==> src/hdl/tsov_pkg.sv <==
// Shared types and constants for the triple sensor outlier voter.
package tsov_pkg;

  localparam logic [10:0] THR_MIN       = 11'd128;
  localparam logic [10:0] THR_MAX       = 11'd1280;
  localparam logic [15:0] CONF_ONE      = 16'd32768;
  localparam logic [15:0] CONF_DEGRADED = 16'd9830;
  localparam logic [14:0] RECIP3        = 15'd21845;
  localparam int          DIV_STEPS     = 24;
  localparam int          QUEUE_DEPTH   = 4;
  localparam logic        ADDR_THR      = 1'b0;
  localparam logic        ADDR_WEN      = 1'b1;

  typedef struct packed {
    logic [2:0][23:0] x;
    logic [2:0][15:0] c;
    logic [25:0]      s;
    logic [1:0]       p;
    logic [1:0]       sec;
  } tsov_base_t;

  typedef struct packed {
    tsov_base_t  b;
    logic [51:0] q;
    logic [2:0]  outl;
  } tsov_item_t;

endpackage

==> src/hdl/tsov_queue.sv <==
// Short queue of classified items between the front and back pipelines.
module tsov_queue (
  input  logic                 clk,
  input  logic                 rst_n,
  input  logic                 push,
  input  tsov_pkg::tsov_item_t push_item,
  output logic                 full,
  input  logic                 pop,
  output logic                 head_valid,
  output tsov_pkg::tsov_item_t head_item
);
  import tsov_pkg::*;

  localparam int PW = $clog2(QUEUE_DEPTH);

  tsov_item_t      mem_r [QUEUE_DEPTH];
  logic [PW-1:0]   wp_r, wp_nxt, rp_r, rp_nxt;
  logic [PW:0]     cnt_r, cnt_nxt;

  assign full       = (cnt_r == (PW+1)'(QUEUE_DEPTH));
  assign head_valid = (cnt_r != '0);
  assign head_item  = mem_r[rp_r];

  always_comb begin
    wp_nxt  = push ? wp_r + 1'b1 : wp_r;
    rp_nxt  = pop ? rp_r + 1'b1 : rp_r;
    cnt_nxt = cnt_r + (PW+1)'(push) - (PW+1)'(pop);
  end

  always_ff @(posedge clk) begin
    if (!rst_n) begin
      wp_r  <= '0;
      rp_r  <= '0;
      cnt_r <= '0;
    end else begin
      wp_r  <= wp_nxt;
      rp_r  <= rp_nxt;
      cnt_r <= cnt_nxt;
    end
  end

  always_ff @(posedge clk) begin
    if (push) begin
      mem_r[wp_r] <= push_item;
    end
  end

endmodule

==> config.mk <==
export PLATFORM = sky130hd
export DESIGN_NAME = tsov_queue
export DESIGN_NICKNAME = d
export VERILOG_FILES = /design/src/hdl/tsov_pkg.sv /design/src/hdl/tsov_queue.sv
export SDC_FILE = /design/constraint.sdc
export NUM_CORES = 1
export LEC_CHECK = 0
export BUFFER_PORTS_ARGS = -buffer_cell sky130_fd_sc_hd__buf_2
export CORE_ASPECT_RATIO = 0.75
export CORE_MARGIN = 8
export CORE_UTILIZATION = 55
export DETAILED_ROUTE_END_ITERATION = 6
export PLACE_DENSITY = 0.82
export SLEW_MARGIN = 10
export SYNTH_ARGS = -nofsm -noshare
export SYNTH_HDL_FRONTEND = slang
export SYNTH_SLANG_ARGS = --single-unit
==> constraint.sdc <==
create_clock -name clk -period 6.6 [get_ports clk]
set_input_delay 0.33 -clock clk [delete_from_list [all_inputs] [get_ports clk]]
set_output_delay 0.33 -clock clk [all_outputs]
set_load 0.01 [all_outputs]
==> Yosys cells after proc, flatten, opt, wreduce, memory -nomap -nowiden <==
Memories as Yosys holds them, arrays and structs flattened. A register that Yosys moved wholly into a read port is not among the register bits.
Cells that the tools add are included.
{ "totals": {"out_inout_bits": 207, "reg_bits": 7, "ram_bits": 820, "latch_bits": 0, "mem_count": 1, "input_bits": 209, "wordCells": 14, "mem_bits_ro": 0} }
{ "op_classes": {"order_cmp": 0, "add_sub_neg": 4, "eq_ne": 1, "shift": 0, "n_mul": 0, "muxes": 4, "div_mod_pow": 0, "bitwise": 0, "reduce_logical": 1} }
{ "mem_list": {"columns": ["memory", "depth", "word_bits", "read_ports", "rd_ports_with_merged_regs", "write_ports", "line_no", "rtl"], "rows": [
  ["mem_r", 4, 205, 1, 1, 1, "tsov_queue.sv:16", "tsov_item_t mem_r [QUEUE_DEPTH];"]
]} }
{ "op_table": {"columns": ["cell", "n"], "rows": [
  ["adder 2 x 1 -> 2 bit, second input constant", 2],
  ["two-way mux 2 bit", 2],
  ["adder 3 x 1 -> 3 bit", 1],
  ["equality test 3 bit, second input constant", 1],
  ["nonzero test 3 bit", 1],
  ["subtractor 3 x 1 -> 3 bit", 1],
  ["two-way mux 1 bit", 2]
]} }

==> Longest topological paths before layout <==
{ "depth": {"ltp_word": 3, "mapped_depth": 7, "depth_no_buf": 7} }

==> Worst setup path after synthesis <==
Ideal clock, no wire load.
{ "synth_timing": {"path_kind": "reg2reg", "startpoint": "reg wp_r[0]", "endpoint": "mem mem_r[0][0] (netlist bit), enable pin", "synth_period_minus_slack_ns": 5.793, "required_time_ns": 6.010, "setup_time_ns": 0.590, "n_path_buf": 0, "arrival_ns": 5.204, "slack_ns": 0.807, "stages_incl_launch_ff": 4, "cell_sequence": "dfxtp_1 > inv_1 > ha_1 > and2_1"} }
{ "synth_rtl": {"columns": ["element", "line_no", "rtl"], "rows": [
  ["start, declared", "tsov_queue.sv:17", "logic [PW-1:0] wp_r, wp_nxt, rp_r, rp_nxt;"],
  ["start signal, assigned", "tsov_queue.sv:36", "wp_r <= wp_nxt;"],
  ["end, declared", "tsov_queue.sv:16", null]
]} }
Straight into the memory's write port.

==> results.txt <==
Status: completed
First-pass GRT wire length: 100.8 mm
# rows: 74
Layout cells sized above 1: 39.32%
Multi-input gate area: 4959 um^2
Finished Layout Cells: 2563
Pwr dens: 313.1 nW/um^2
Clk sinks: 829
CP endpoint: head_item[164]
Cell types occupying the most area after synthesis: edfxtp_1 82%, mux4_2 13%, mux4_1 2.2%, dfxtp_1 0.60%, buf_6 0.60%
Worst path buffer plus inverter count: 2
Final ANT Viol Nets: 0
Post-Route WL: 68.31 mm
IO Pins: 416
Largest area contributor in the netlist: edfxtp_1
Initial antenna violation count: 6
Final net count: 1994
EDFF count, synth: 820
Global-route usage over all layers: 21.48%
VDD IR max: 278.4 uV
Setup TNS: 0 ns
Vias in the first global route: 15880
Worst Hold Class: in -> reg
H-tree Lvls: 3
R2r startpoint: wp_r[0]
Die Wd: 286.2 um
Critical Path RT: 6.27 ns
RSZ-0062 raised after global routing: false
Pin count of the biggest net entering global routing: 115
Register Area: 24810 um^2
CP startpoint kind: register
Synth Flop Type: edfxtp_1
Total Power: 0.01175 W
Post-DP HPWL: 36.16 mm
Leak Pwr: 12.76 nW
Inst Count DP: 2217
Die area: 62590 um^2
Mapped Cells: 1114
Root buffer cell: clkbuf_16
Hold Vio Cnt, Final: 0
Clk_lat worst skew: 0.60 ns
Port Buffers: 415
RR Endpoint: mem_r[3][167]
Seq cells post-synth: 829
First-pass DRT Iterations: 5
R2r worst-path depth: 3
Max-Cap Viols: 0
Cell variety after synth: 21
Maximum clock insertion buffer count: 3
Worst Max-Slew Pin Slew: 1.014 ns
Detailed router's first-iteration violation count: 1170
Core ar.: 54260 um^2
Die height: 218.7 um
Synth top cells by count: 820 x edfxtp_1, 180 x mux4_2, 25 x mux4_1, 22 x buf_2, 16 x buf_6
Setup violators final: 0
Final core utilization: 69.17%
Vias: 14700
CP cell instances: buf_4 -> mux4_1 -> buf_2
Area share of the largest cell type after synthesis: 81.75%
Cell Area, Synth: 30120 um^2
Post-Synthesis Net Count: 1330
Gpl congestion: 0.7378
Max Fclk: 0.3163 GHz
Post-CTS resize count: 0
FFs w/ async S/R, synth: 0%
DR WL/cell: 26.65 um
Kind of end point of the critical path: output port
Initial Util: 55.52%
Slowest cell on the critical path: buf_4
Area Overhead vs Synth: 24.59%
Sequential area share after synthesis: 82.35%
Post-CTS Setup Bufs: 0
Synth warn: 0
Clock transition at path regs: 0.06 ns
Clock skew: 0.02003 ns
Max-slew headroom: 32.37%
DRC violations left: 0
Avg Cell Area, Syn: 27.04 um^2
CP Class: reg -> out
Critical path's largest stage delay: 0.83 ns
Critical path depth in cells: 3
Worst-path maximum fanout: 70
Final min period: 3.162 ns
Period utilization: 47.91%
Total CTS buffers: 75
Flop2flop setup slack: 3.80 ns
Data arrival, critical path: 2.83 ns
Worst path top cell family by delay: buffers and inverters
Final Max Slew Viols: 0
Filler Cells Inserted: 3154
Cell with the most instances after synthesis: edfxtp_1
CTS tree: built
Final global-route overflow total: 0
Via density: 5.735
[flip-flops by register name, summed over array words and instances, names as in the netlist, named ones only]
name,count
cnt_r,3
wp_r,2
mem_r,820
rp_r,2
[layout by cell type, fill, tap and decap left out, drive strengths merged]
cell type,n
a21bo,1
a21oi,1
and2,6
and3,1
buf,427
bufinv,10
clkbuf,95
clkinv,25
clkinvlp,3
dfxtp,9
diode,5
dlygate4sd3,206
edfxtp,820
fa,1
ha,6
inv,9
mux2i,1
mux4,205
nand3b,1
nor2,5
or3,1
xnor2,2
xor3,1
[layout make-up]
| cell class | instances | share of cell area [%] |
|---|---|---|
| sequential | 829 | 66.11 |
| multi-input combinational | 232 | 13.21 |
| timing repair buffer | 633 | 11.50 |
| clock buffer | 95 | 5.368 |
| tap | 722 | 2.407 |
| clock inverter | 40 | 1.294 |
| inverter | 7 | 0.07001 |
| antenna | 5 | 0.03334 |
[layer usage]
metal | track usage, % | routed length, um | vias to the layer above | share of wire, %
li1 | - | - | 6200 | -
met1 | 25.82 | 24740 | 7682 | 36
met2 | 37.68 | 36340 | 683 | 53
met3 | 5.771 | 5145 | 131 | 7.5
met4 | 7.305 | 2062 | 4 | 3.0
met5 | 0 | 27 | - | 0.040
[power by group]
part	internal, W	switching, W	leakage, nW	total (W)
clock network	0.00257	0.00186	1.21	0.00442
registers	0.00606	0.0000766	7.61	0.00613
logic	0.000554	0.000639	3.93	0.00119
[how the worst min path moves through the flow]
stage,slack [ns],cells after the start,startpoint,to
after detailed placement,0.53,2,rp_r[0],register
after global routing,0.04,3,pop,register
after CTS,0.02,3,pop,register
after global placement,0.50,2,rp_r[1],register
final,0.08,3,pop,register
after floorplan,0.43,0,push_item[0],mem_r[0][0]
[through the flow]
stage	cell area (um^2)	setup slack [ns]	hold WS [ns]
final	37530	3.438	0.07574
after global routing	37520	3.311	0.03852
after CTS	37520	3.375	0.02289
after detailed placement	32950	3.930	0.5302
after global placement	32950	3.972	0.5010
after floorplan	30120	0.8066	0.4289
[logic make-up (layout without fill, tap and decap cells)]
kind of cell	Yosys count	in the layout	synth area share [%]
AOI/OAI and AO/OA	2	2	0.04983
xor gates and xnor gates	3	3	0.1371
adders and majority gates	7	7	0.3157
buffers and inverters	53	775	1.225
DFF	829	829	82.35
muxes	206	206	15.67
other	0	5	0
and+or+nand+nor	14	14	0.2534
[worst min-delay path, cell delays in order]
cell	delay [ns]
buf_2	0.14
nand3b_1	0.08
a21oi_1	0.07
[what timing repair did]
action                     CTS  global route
hold buffers               206             0
setup endpoints to repair    0             0
hold endpoints to repair   822             0
No activity file was read; power rests on OpenSTA's default activity.
